$ cat src/design/cfd_pkg.sv
// Shared types, constants and the CRC-16 byte update for the frame deframer.
// No dependencies; every other design file but cfd_channels imports this package.
`timescale 1ns / 1ps
`default_nettype none

package cfd_pkg;

   localparam int unsigned MAX_PAYLOAD_DEF = 255;
   localparam int unsigned QUEUE_DEPTH     = 2;

   localparam logic [15:0] CRC_INIT = 16'hFFFF;
   localparam logic [15:0] CRC_POLY = 16'hA001;

   localparam logic KIND_PAYLOAD = 1'b0;
   localparam logic KIND_SUMMARY = 1'b1;

   typedef enum logic [2:0] {
      CSR_START_MARKER   = 3'd0,
      CSR_END_MARKER     = 3'd1,
      CSR_COUNT_OFFSET   = 3'd2,
      CSR_KNOWN_SENDER_A = 3'd3,
      CSR_KNOWN_SENDER_B = 3'd4,
      CSR_KNOWN_SENDER_C = 3'd5
   } csr_index_type;

   typedef enum logic [2:0] {
      ST_OK             = 3'd0,
      ST_BAD_START      = 3'd1,
      ST_BAD_LENGTH     = 3'd2,
      ST_BAD_END        = 3'd3,
      ST_BAD_CRC        = 3'd4,
      ST_UNKNOWN_SENDER = 3'd5
   } status_type;

   typedef enum logic [3:0] {
      PH_HUNT  = 4'd0,
      PH_SRC   = 4'd1,
      PH_DST   = 4'd2,
      PH_IDLO  = 4'd3,
      PH_IDHI  = 4'd4,
      PH_LEN   = 4'd5,
      PH_CODE  = 4'd6,
      PH_DATA  = 4'd7,
      PH_CRCLO = 4'd8,
      PH_CRCHI = 4'd9,
      PH_END   = 4'd10
   } phase_type;

   typedef struct packed {
      logic [7:0] start_marker;
      logic [7:0] end_marker;
      logic [7:0] count_offset;
      logic [7:0] known_sender_a;
      logic [7:0] known_sender_b;
      logic [7:0] known_sender_c;
   } cfg_type;

   typedef struct packed {
      logic [7:0] rx_byte;
      logic [7:0] shifted;
      logic       is_start;
      logic       is_end;
      logic       len_bad;
   } item_type;

   typedef struct packed {
      logic       kind;
      logic [7:0] payload_byte;
      logic [7:0] payload_index;
      logic [7:0] sender_addr;
      logic [7:0] target_addr;
      logic [15:0] frame_number;
      logic [7:0] func_code;
      logic [7:0] payload_len;
      status_type status;
   } rsp_type;

   function automatic logic [15:0] crc16_byte(input logic [15:0] crc, input logic [7:0] b);
      logic [15:0] acc;
      acc = crc ^ {8'h00, b};
      for (int k = 0; k < 8; k++) begin
         if (acc[0]) begin
            acc = (acc >> 1) ^ CRC_POLY;
         end else begin
            acc = acc >> 1;
         end
      end
      return acc;
   endfunction

endpackage

`default_nettype wire

$ cat src/design/cfd_channels.sv
// Valid/ready channel interfaces for received bytes, results and register writes.
// No dependencies.
`timescale 1ns / 1ps
`default_nettype none

interface cfd_req_if;
   logic       valid;
   logic       ready;
   logic [7:0] rx_byte;
   modport source (output valid, output rx_byte, input ready);
   modport sink (input valid, input rx_byte, output ready);
endinterface

interface cfd_rsp_if;
   logic        valid;
   logic        ready;
   logic        kind;
   logic [7:0]  payload_byte;
   logic [7:0]  payload_index;
   logic [7:0]  sender_addr;
   logic [7:0]  target_addr;
   logic [15:0] frame_number;
   logic [7:0]  func_code;
   logic [7:0]  payload_len;
   logic [2:0]  status;
   modport source (output valid, output kind, output payload_byte, output payload_index,
                   output sender_addr, output target_addr, output frame_number,
                   output func_code, output payload_len, output status, input ready);
   modport sink (input valid, input kind, input payload_byte, input payload_index,
                 input sender_addr, input target_addr, input frame_number,
                 input func_code, input payload_len, input status, output ready);
endinterface

interface cfd_csr_if;
   logic       valid;
   logic       ready;
   logic [2:0] index;
   logic [7:0] data;
   modport source (output valid, output index, output data, input ready);
   modport sink (input valid, input index, input data, output ready);
endinterface

`default_nettype wire

$ cat src/design/cfd_front.sv
// Front stage: accepts received words, classifies each against the markers and
// the length limit, and holds it in a register for the queue. Uses cfd_pkg.
`timescale 1ns / 1ps
`default_nettype none

module cfd_front #(
   parameter int unsigned MAX_PAYLOAD = cfd_pkg::MAX_PAYLOAD_DEF
) (
   input  logic               clock,
   input  logic               reset,
   input  cfd_pkg::cfg_type   cfg,
   cfd_req_if.sink            req_chan,
   output logic               push_valid,
   input  logic               push_ready,
   output cfd_pkg::item_type  push_item
);
   import cfd_pkg::*;

   localparam logic [7:0] MAX_LEN = 8'(MAX_PAYLOAD);

   logic     vld_ff, vld_in;
   item_type item_ff, item_in;
   logic     take;

   always_comb begin
      item_in.rx_byte  = req_chan.rx_byte;
      item_in.shifted  = req_chan.rx_byte - cfg.count_offset;
      item_in.is_start = (req_chan.rx_byte == cfg.start_marker);
      item_in.is_end   = (req_chan.rx_byte == cfg.end_marker);
      item_in.len_bad  = (req_chan.rx_byte < cfg.count_offset) || (item_in.shifted > MAX_LEN);
   end

   assign req_chan.ready = !vld_ff || push_ready;
   assign take           = req_chan.valid && req_chan.ready;
   assign vld_in         = take || (vld_ff && !push_ready);

   always_ff @(posedge clock) begin
      if (reset) begin
         vld_ff <= 1'b0;
      end else begin
         vld_ff <= vld_in;
      end
   end

   always_ff @(posedge clock) begin
      if (take) begin
         item_ff <= item_in;
      end
   end

   assign push_valid = vld_ff;
   assign push_item  = item_ff;

endmodule

`default_nettype wire

$ cat src/design/cfd_queue.sv
// Short register queue between the front stage and the frame parser.
// Uses cfd_pkg for the entry type and depth.
`timescale 1ns / 1ps
`default_nettype none

module cfd_queue (
   input  logic               clock,
   input  logic               reset,
   input  logic               push_valid,
   output logic               push_ready,
   input  cfd_pkg::item_type  push_item,
   output logic               pop_valid,
   input  logic               pop_ready,
   output cfd_pkg::item_type  pop_item
);
   import cfd_pkg::*;

   localparam int unsigned PTR_W = (QUEUE_DEPTH > 1) ? $clog2(QUEUE_DEPTH) : 1;
   localparam int unsigned CNT_W = $clog2(QUEUE_DEPTH + 1);
   localparam logic [CNT_W-1:0] FULL_COUNT = CNT_W'(QUEUE_DEPTH);
   localparam logic [PTR_W-1:0] LAST_PTR   = PTR_W'(QUEUE_DEPTH - 1);

   item_type         mem_ff [QUEUE_DEPTH];
   logic [PTR_W-1:0] wr_ptr_ff, wr_ptr_in;
   logic [PTR_W-1:0] rd_ptr_ff, rd_ptr_in;
   logic [CNT_W-1:0] count_ff, count_in;
   logic             do_push, do_pop;

   assign push_ready = (count_ff != FULL_COUNT);
   assign pop_valid  = (count_ff != '0);
   assign pop_item   = mem_ff[rd_ptr_ff];
   assign do_push    = push_valid && push_ready;
   assign do_pop     = pop_valid && pop_ready;

   always_comb begin
      wr_ptr_in = wr_ptr_ff;
      rd_ptr_in = rd_ptr_ff;
      count_in  = count_ff;
      if (do_push) begin
         wr_ptr_in = (wr_ptr_ff == LAST_PTR) ? '0 : wr_ptr_ff + 1'b1;
      end
      if (do_pop) begin
         rd_ptr_in = (rd_ptr_ff == LAST_PTR) ? '0 : rd_ptr_ff + 1'b1;
      end
      priority if (do_push && !do_pop) begin
         count_in = count_ff + 1'b1;
      end else if (do_pop && !do_push) begin
         count_in = count_ff - 1'b1;
      end
   end

   always_ff @(posedge clock) begin
      if (reset) begin
         wr_ptr_ff <= '0;
         rd_ptr_ff <= '0;
         count_ff  <= '0;
      end else begin
         wr_ptr_ff <= wr_ptr_in;
         rd_ptr_ff <= rd_ptr_in;
         count_ff  <= count_in;
      end
   end

   always_ff @(posedge clock) begin
      if (do_push) begin
         mem_ff[wr_ptr_ff] <= push_item;
      end
   end

endmodule

`default_nettype wire

$ cat src/design/cfd_back.sv
// Frame parser: walks the frame fields, keeps the CRC-16, and drives the
// result register. Uses cfd_pkg and the cfd_rsp_if channel.
`timescale 1ns / 1ps
`default_nettype none

module cfd_back (
   input  logic               clock,
   input  logic               reset,
   input  cfd_pkg::cfg_type   cfg,
   input  logic               pop_valid,
   output logic               pop_ready,
   input  cfd_pkg::item_type  pop_item,
   cfd_rsp_if.source          rsp_chan
);
   import cfd_pkg::*;

   phase_type   phase_ff, phase_in;
   logic [7:0]  cnt_ff, cnt_in;
   logic [7:0]  len_ff, len_in;
   logic [15:0] crc_ff, crc_in;
   logic [7:0]  src_ff, src_in;
   logic [7:0]  dst_ff, dst_in;
   logic [15:0] id_ff, id_in;
   logic [7:0]  code_ff, code_in;
   logic [15:0] crcrx_ff, crcrx_in;
   logic        rsp_vld_ff, rsp_vld_in;
   rsp_type     rsp_ff, rsp_in;
   logic        emit;
   logic        take;
   logic        out_free;
   logic [15:0] crc_next;
   logic [7:0]  cnt_next;
   logic        sender_known;
   logic [7:0]  b;

   assign out_free  = !rsp_vld_ff || rsp_chan.ready;
   assign pop_ready = out_free;
   assign take      = pop_valid && out_free;
   assign b         = pop_item.rx_byte;
   assign crc_next  = crc16_byte(crc_ff, b);
   assign cnt_next  = cnt_ff + 8'd1;
   assign sender_known = (src_ff == cfg.known_sender_a) || (src_ff == cfg.known_sender_b) ||
                         (src_ff == cfg.known_sender_c);

   always_comb begin
      phase_in = phase_ff;
      cnt_in   = cnt_ff;
      len_in   = len_ff;
      crc_in   = crc_ff;
      src_in   = src_ff;
      dst_in   = dst_ff;
      id_in    = id_ff;
      code_in  = code_ff;
      crcrx_in = crcrx_ff;
      emit     = 1'b0;
      rsp_in.kind          = KIND_SUMMARY;
      rsp_in.payload_byte  = '0;
      rsp_in.payload_index = '0;
      rsp_in.sender_addr   = src_ff;
      rsp_in.target_addr   = dst_ff;
      rsp_in.frame_number  = id_ff;
      rsp_in.func_code     = code_ff;
      rsp_in.payload_len   = len_ff;
      rsp_in.status        = ST_OK;
      if (take) begin
         unique case (phase_ff)
            PH_SRC: begin
               crc_in   = crc_next;
               src_in   = b;
               phase_in = PH_DST;
            end
            PH_DST: begin
               crc_in   = crc_next;
               dst_in   = b;
               phase_in = PH_IDLO;
            end
            PH_IDLO: begin
               crc_in   = crc_next;
               id_in    = {8'h00, pop_item.shifted};
               phase_in = PH_IDHI;
            end
            PH_IDHI: begin
               crc_in   = crc_next;
               id_in    = {pop_item.shifted, id_ff[7:0]};
               phase_in = PH_LEN;
            end
            PH_LEN: begin
               if (pop_item.len_bad) begin
                  emit                = 1'b1;
                  rsp_in.payload_len  = pop_item.shifted;
                  rsp_in.status       = ST_BAD_LENGTH;
                  phase_in = PH_HUNT;
                  cnt_in   = '0;
                  len_in   = '0;
                  crc_in   = CRC_INIT;
                  src_in   = '0;
                  dst_in   = '0;
                  id_in    = '0;
                  code_in  = '0;
                  crcrx_in = '0;
               end else begin
                  crc_in   = crc_next;
                  len_in   = pop_item.shifted;
                  phase_in = PH_CODE;
               end
            end
            PH_CODE: begin
               crc_in   = crc_next;
               code_in  = b;
               cnt_in   = '0;
               phase_in = (len_ff == 8'd0) ? PH_CRCLO : PH_DATA;
            end
            PH_DATA: begin
               crc_in               = crc_next;
               emit                 = 1'b1;
               rsp_in.kind          = KIND_PAYLOAD;
               rsp_in.payload_byte  = b;
               rsp_in.payload_index = cnt_ff;
               cnt_in               = cnt_next;
               if (cnt_next >= len_ff) begin
                  phase_in = PH_CRCLO;
               end
            end
            PH_CRCLO: begin
               crcrx_in = {8'h00, b};
               phase_in = PH_CRCHI;
            end
            PH_CRCHI: begin
               crcrx_in = {b, crcrx_ff[7:0]};
               phase_in = PH_END;
            end
            PH_END: begin
               emit = 1'b1;
               priority if (!pop_item.is_end) begin
                  rsp_in.status = ST_BAD_END;
               end else if (crcrx_ff != crc_ff) begin
                  rsp_in.status = ST_BAD_CRC;
               end else if (!sender_known) begin
                  rsp_in.status = ST_UNKNOWN_SENDER;
               end else begin
                  rsp_in.status = ST_OK;
               end
               phase_in = PH_HUNT;
               cnt_in   = '0;
               len_in   = '0;
               crc_in   = CRC_INIT;
               src_in   = '0;
               dst_in   = '0;
               id_in    = '0;
               code_in  = '0;
               crcrx_in = '0;
            end
            default: begin
               cnt_in   = '0;
               len_in   = '0;
               src_in   = '0;
               dst_in   = '0;
               id_in    = '0;
               code_in  = '0;
               crcrx_in = '0;
               if (pop_item.is_start) begin
                  crc_in   = crc16_byte(CRC_INIT, b);
                  phase_in = PH_SRC;
               end else begin
                  crc_in               = CRC_INIT;
                  phase_in             = PH_HUNT;
                  emit                 = 1'b1;
                  rsp_in.status        = ST_BAD_START;
                  rsp_in.sender_addr   = '0;
                  rsp_in.target_addr   = '0;
                  rsp_in.frame_number  = '0;
                  rsp_in.func_code     = '0;
                  rsp_in.payload_len   = '0;
               end
            end
         endcase
      end
   end

   assign rsp_vld_in = (take && emit) || (rsp_vld_ff && !rsp_chan.ready);

   always_ff @(posedge clock) begin
      if (reset) begin
         phase_ff   <= PH_HUNT;
         cnt_ff     <= '0;
         len_ff     <= '0;
         crc_ff     <= CRC_INIT;
         src_ff     <= '0;
         dst_ff     <= '0;
         id_ff      <= '0;
         code_ff    <= '0;
         crcrx_ff   <= '0;
         rsp_vld_ff <= 1'b0;
      end else begin
         phase_ff   <= phase_in;
         cnt_ff     <= cnt_in;
         len_ff     <= len_in;
         crc_ff     <= crc_in;
         src_ff     <= src_in;
         dst_ff     <= dst_in;
         id_ff      <= id_in;
         code_ff    <= code_in;
         crcrx_ff   <= crcrx_in;
         rsp_vld_ff <= rsp_vld_in;
      end
   end

   always_ff @(posedge clock) begin
      if (take && emit) begin
         rsp_ff <= rsp_in;
      end
   end

   assign rsp_chan.valid         = rsp_vld_ff;
   assign rsp_chan.kind          = rsp_ff.kind;
   assign rsp_chan.payload_byte  = rsp_ff.payload_byte;
   assign rsp_chan.payload_index = rsp_ff.payload_index;
   assign rsp_chan.sender_addr   = rsp_ff.sender_addr;
   assign rsp_chan.target_addr   = rsp_ff.target_addr;
   assign rsp_chan.frame_number  = rsp_ff.frame_number;
   assign rsp_chan.func_code     = rsp_ff.func_code;
   assign rsp_chan.payload_len   = rsp_ff.payload_len;
   assign rsp_chan.status        = 3'(rsp_ff.status);

endmodule

`default_nettype wire

$ cat src/design/crc16_frame_deframer.sv
// Frame deframer with CRC-16/MODBUS check: top level with the register bank.
// Depends on cfd_pkg, cfd_channels, cfd_front, cfd_queue and cfd_back.
// Path: a received word passes the front register, the queue and the result register.
// Throughput: one word per cycle while the result channel is not stalled; the byte-wide CRC update is combinational.
// Reset: synchronous; registers read 0, the queue empties, the parser hunts.
`timescale 1ns / 1ps
`default_nettype none

module crc16_frame_deframer #(
   parameter int unsigned MAX_PAYLOAD = cfd_pkg::MAX_PAYLOAD_DEF
) (
   input  logic      clock,
   input  logic      reset,
   cfd_req_if.sink   req_chan,
   cfd_rsp_if.source rsp_chan,
   cfd_csr_if.sink   csr_chan
);
   import cfd_pkg::*;

   cfg_type  cfg_ff, cfg_in;
   logic     push_valid, push_ready, pop_valid, pop_ready;
   item_type push_item, pop_item;

   assign csr_chan.ready = 1'b1;

   always_comb begin
      cfg_in = cfg_ff;
      if (csr_chan.valid) begin
         unique case (csr_index_type'(csr_chan.index))
            CSR_START_MARKER:   cfg_in.start_marker   = csr_chan.data;
            CSR_END_MARKER:     cfg_in.end_marker     = csr_chan.data;
            CSR_COUNT_OFFSET:   cfg_in.count_offset   = csr_chan.data;
            CSR_KNOWN_SENDER_A: cfg_in.known_sender_a = csr_chan.data;
            CSR_KNOWN_SENDER_B: cfg_in.known_sender_b = csr_chan.data;
            CSR_KNOWN_SENDER_C: cfg_in.known_sender_c = csr_chan.data;
            default: cfg_in = cfg_ff;
         endcase
      end
   end

   always_ff @(posedge clock) begin
      if (reset) begin
         cfg_ff <= '0;
      end else begin
         cfg_ff <= cfg_in;
      end
   end

   cfd_front #(
      .MAX_PAYLOAD(MAX_PAYLOAD)
   ) u_front (
      .clock     (clock),
      .reset     (reset),
      .cfg       (cfg_ff),
      .req_chan  (req_chan),
      .push_valid(push_valid),
      .push_ready(push_ready),
      .push_item (push_item)
   );

   cfd_queue u_queue (
      .clock     (clock),
      .reset     (reset),
      .push_valid(push_valid),
      .push_ready(push_ready),
      .push_item (push_item),
      .pop_valid (pop_valid),
      .pop_ready (pop_ready),
      .pop_item  (pop_item)
   );

   cfd_back u_back (
      .clock    (clock),
      .reset    (reset),
      .cfg      (cfg_ff),
      .pop_valid(pop_valid),
      .pop_ready(pop_ready),
      .pop_item (pop_item),
      .rsp_chan (rsp_chan)
   );

endmodule

`default_nettype wire
$ cat src/flat_wrapper.sv
// flat-port wrapper written by rule: the top's interface ports become plain ports
module crc16_frame_deframer_flat import cfd_pkg::*;
#(
   parameter int unsigned MAX_PAYLOAD = cfd_pkg::MAX_PAYLOAD_DEF
)
  (clock, reset, req_chan_valid, req_chan_rx_byte, req_chan_ready, rsp_chan_valid, rsp_chan_kind, rsp_chan_payload_byte, rsp_chan_payload_index, rsp_chan_sender_addr, rsp_chan_target_addr, rsp_chan_frame_number, rsp_chan_func_code, rsp_chan_payload_len, rsp_chan_status, rsp_chan_ready, csr_chan_valid, csr_chan_index, csr_chan_data, csr_chan_ready);
  cfd_req_if req_chan_i ();
  cfd_rsp_if rsp_chan_i ();
  cfd_csr_if csr_chan_i ();
  input  logic clock;
  input  logic reset;
  input wire logic [$bits(req_chan_i.valid)-1:0] req_chan_valid;
  input wire logic [$bits(req_chan_i.rx_byte)-1:0] req_chan_rx_byte;
  output wire logic [$bits(req_chan_i.ready)-1:0] req_chan_ready;
  output wire logic [$bits(rsp_chan_i.valid)-1:0] rsp_chan_valid;
  output wire logic [$bits(rsp_chan_i.kind)-1:0] rsp_chan_kind;
  output wire logic [$bits(rsp_chan_i.payload_byte)-1:0] rsp_chan_payload_byte;
  output wire logic [$bits(rsp_chan_i.payload_index)-1:0] rsp_chan_payload_index;
  output wire logic [$bits(rsp_chan_i.sender_addr)-1:0] rsp_chan_sender_addr;
  output wire logic [$bits(rsp_chan_i.target_addr)-1:0] rsp_chan_target_addr;
  output wire logic [$bits(rsp_chan_i.frame_number)-1:0] rsp_chan_frame_number;
  output wire logic [$bits(rsp_chan_i.func_code)-1:0] rsp_chan_func_code;
  output wire logic [$bits(rsp_chan_i.payload_len)-1:0] rsp_chan_payload_len;
  output wire logic [$bits(rsp_chan_i.status)-1:0] rsp_chan_status;
  input wire logic [$bits(rsp_chan_i.ready)-1:0] rsp_chan_ready;
  input wire logic [$bits(csr_chan_i.valid)-1:0] csr_chan_valid;
  input wire logic [$bits(csr_chan_i.index)-1:0] csr_chan_index;
  input wire logic [$bits(csr_chan_i.data)-1:0] csr_chan_data;
  output wire logic [$bits(csr_chan_i.ready)-1:0] csr_chan_ready;
  assign req_chan_i.valid = req_chan_valid;
  assign req_chan_i.rx_byte = req_chan_rx_byte;
  assign req_chan_ready = req_chan_i.ready;
  assign rsp_chan_valid = rsp_chan_i.valid;
  assign rsp_chan_kind = rsp_chan_i.kind;
  assign rsp_chan_payload_byte = rsp_chan_i.payload_byte;
  assign rsp_chan_payload_index = rsp_chan_i.payload_index;
  assign rsp_chan_sender_addr = rsp_chan_i.sender_addr;
  assign rsp_chan_target_addr = rsp_chan_i.target_addr;
  assign rsp_chan_frame_number = rsp_chan_i.frame_number;
  assign rsp_chan_func_code = rsp_chan_i.func_code;
  assign rsp_chan_payload_len = rsp_chan_i.payload_len;
  assign rsp_chan_status = rsp_chan_i.status;
  assign rsp_chan_i.ready = rsp_chan_ready;
  assign csr_chan_i.valid = csr_chan_valid;
  assign csr_chan_i.index = csr_chan_index;
  assign csr_chan_i.data = csr_chan_data;
  assign csr_chan_ready = csr_chan_i.ready;
  crc16_frame_deframer #(.MAX_PAYLOAD(MAX_PAYLOAD)) u_core (.clock(clock), .reset(reset), .req_chan(req_chan_i), .rsp_chan(rsp_chan_i), .csr_chan(csr_chan_i));
endmodule
$ cat config.mk
export PLATFORM = sky130hd
export DESIGN_NAME = crc16_frame_deframer_flat
export DESIGN_NICKNAME = d
export VERILOG_FILES = /design/src/design/cfd_pkg.sv /design/src/design/cfd_channels.sv /design/src/design/cfd_front.sv /design/src/design/cfd_queue.sv /design/src/design/cfd_back.sv /design/src/design/crc16_frame_deframer.sv /design/src/flat_wrapper.sv
export SDC_FILE = /design/constraint.sdc
export NUM_CORES = 1
export LEC_CHECK = 0
export BUFFER_PORTS_ARGS = -buffer_cell sky130_fd_sc_hd__buf_4
export CAP_MARGIN = 20
export CORE_AREA = 8 8 185 187
export DETAILED_ROUTE_END_ITERATION = 10
export DIE_AREA = 0 0 193 195
export SYNTH_ARGS = -nofsm -noshare
export SYNTH_HDL_FRONTEND = slang
export SYNTH_HIERARCHICAL = 1
export SYNTH_SLANG_ARGS = --single-unit
$ cat constraint.sdc
create_clock -name clock -period 5.61 [get_ports clock]
set_input_delay 0.2805 -clock clock [delete_from_list [all_inputs] [get_ports clock]]
set_output_delay 0.2805 -clock clock [all_outputs]
set_load 0.01 [all_outputs]
==> flow_summary.yaml <==
floorplanning:
  design.portCount: 95
  dieWidth_um: 193
  dieArea_um2: 37600
  num_rows: 65
  initial_core_util: 0.396
  coreArea_um2: 31200
  fp.dieH_um: 195
timing:
  maxSlewHeadroom: 0.329
  finalHoldViolCount: 0
  fin_ws_ps: 2600
  finClkSkew_ps: 19.8
  tns_ps: 0
  rsz0062_at_grt: "no"
  max_freq_mhz: 332
  period_minus_slack_ps: 3010
  post-route-period-util: 0.537
  worst_pin_slew_ps: 998
  slew_viol_final: 0
  finalSetupViolCount: 0
yosys:
  synth_cells: 1137
  synthArstFlopShare: 0
  yosysTopAreaCell: "edfxtp_1"
  synth_warnings: 6
  netlist_area_um2: 12400
  yosysMostFrequentCell: "dfxtp_1"
  syn_area_per_cell_um2: 10.9
  synth_commonest_cells: "dfxtp_1, edfxtp_1, a21oi_1, nand2b_1, nand2_1"
  synth_top_area_share: 0.304
  synth_edf_count: 125
  synth-seq-cells: 272
  ys_seq_area_frac: 0.542
  netlist_top_cells_area: "edfxtp_1, dfxtp_1, xnor2_1"
  synth_cell_types: 76
  syn-num-nets: 1180
  yosys_most_used_dff: "dfxtp_1"
routing:
  vias: 8399
  dr.pass1.iters: 4
  avgViaCountPerCell: 5.12
  ant_nets: 0
  routed_wl_um: 28000
  drc: 0
  drtIter0Drc: 390
  wl_per_cell_um: 17.0
clock_network:
  cts_tree: "yes"
  cts_buffer_depth: 3
  cts_root_buf: "clkbuf_16"
  clkTransAtPathRegs_ps: 60
  clkLatencyLatePin_ps: 540
  cts_sinks: 272
  cts_setup_buffers: 0
  cts.htree.levels: 1
  cts_buffers: 29
global_routing:
  grt_pass1_wl_um: 44500
  overflow: 0
  grt_pass1_vias: 8302
  grt_antenna_before_repair: 0
  track_usage: 0.145
  grt_start_max_net_pins: 81
power:
  ir_drop_v: 0.000313
  power.density_nw_per_um2: 473
  p_leak_nw: 5.43
setup_path:
  arrival_ps: 3390
  cp_max_fo: 19
  start_kind: "register"
  crit_required_ps: 5990
  end_kind: "register"
  crit_type: "register to register"
run_status:
  status: "finished, final reports clean"
place:
  port_buffers: 93
  place_congestion: 0.805
  dp_hpwl_um: 19000
  dp_slack_ps: 2400
cells_and_area:
  layout-drive-gt1-share: 0.156
  nets: 1261
  fillers: 2936
  areaGrowthSynthToFinish_pct: 16.6
  final_util: 0.461
  diodes: 0
min_path:
  hp-class: "input pin to register"
job:
  maxCapViolCount: 0
registers in the layout, summed over array words and instances, names as in the netlist, 16 cells and up, named ones only:
name	cells
u_core/u_back/id_ff	16
u_core/cfg_ff	48
u_core/u_back/rsp_chan.frame_number	16
u_core/u_back/crc_ff	16
u_core/u_queue/mem_ff	38
u_core/u_back/crcrx_ff	16
u_core/u_front/push_item	19
kinds of logic after synthesis:
| logic type | count (synthesis) | share of synthesized area |
|---|---|---|
| AND/OR/NAND/NOR | 399 | 0.177 |
| other | 1 | 0.000303 |
| multiplexers | 69 | 0.0578 |
| buffers and inverters | 88 | 0.0312 |
| flip-flops | 272 | 0.542 |
| adder cells (fa/ha/maj) | 19 | 0.0198 |
| XOR/XNOR | 101 | 0.0776 |
| AO/OA/AOI/OAI | 188 | 0.0949 |
layout make-up:
class                      instances  area, um2  area share
clock inverter                    18        143     0.00990
clock buffer                      35        768      0.0533
multi-input combinational        777       5300       0.368
inverter                          25       93.8     0.00651
sequential                       272       6700       0.465
timing repair buffer             113        910      0.0631
tap                              402        503      0.0349
power breakdown:
part / internal [mW] / switching [mW]
Combinational: 0.902 / 1.41
Sequential: 2.46 / 0.217
Clock: 1.06 / 0.761
worst paths after layout:
path	start	endpoint	slack, ps	cells after the start
max	register	u_core/u_back/id_ff[6]	2600	8
min	rsp_chan_ready	u_core/u_back/rsp_chan.valid	90	3
max reg2reg	register	u_core/u_back/id_ff[6]	2600	8
min reg2reg	u_core/u_front/push_item[14]	u_core/u_queue/mem_ff[0][14]	440	0
routing by layer:
metal  share of wire  vias to the layer above  routed length [um]  GRT usage
li1                -                     4157                   -          -
met1            0.48                     4034               13400      0.197
met2            0.46                      164               12800      0.234
met3           0.038                       44                1080     0.0203
met4           0.025                        0                 700     0.0456
met5               0                        -                   0          0
layout by cell type, fill, tap and decap left out, drive strengths merged, types with 19 or more instances in the layout:
cell type	instances
nand2b	89
edfxtp	125
clkbuf	36
mux2i	50
nor2	56
and2	20
dfxtp	147
a21oi	89
inv	26
o21ai	24
xor2	33
xnor2	68
mux2	19
nand3	63
nor2b	45
nand2	65
buf	103
per-stage QoR:
step	power (mW)	std cells	instance area, um2	hold slack, ps
2_1_floorplan	4.28	1137	12400	350
3_3_place_gp	4.97	1576	13400	426
4_1_cts	6.88	1639	14400	72.6
6_report	6.81	1642	14400	88.0
5_1_grt	7.18	1642	14400	119
3_5_place_dp	5.04	1577	13400	432
worst max-delay path: stages (launching register included):
cell and delay, ps:
dfxtp_1 860, mux2_2 490, inv_1 100, o21ai_0 80, a22o_1 300, o21ai_1 520, nor2_1 290, nand3_1 150
a21oi_1 70
what timing repair did:
action	CTS	global route
gates resized for setup	0	0
setup endpoints to repair	0	0
hold buffers	9	0
hold endpoints to repair	9	0
(Power assumes the default switching activity.)
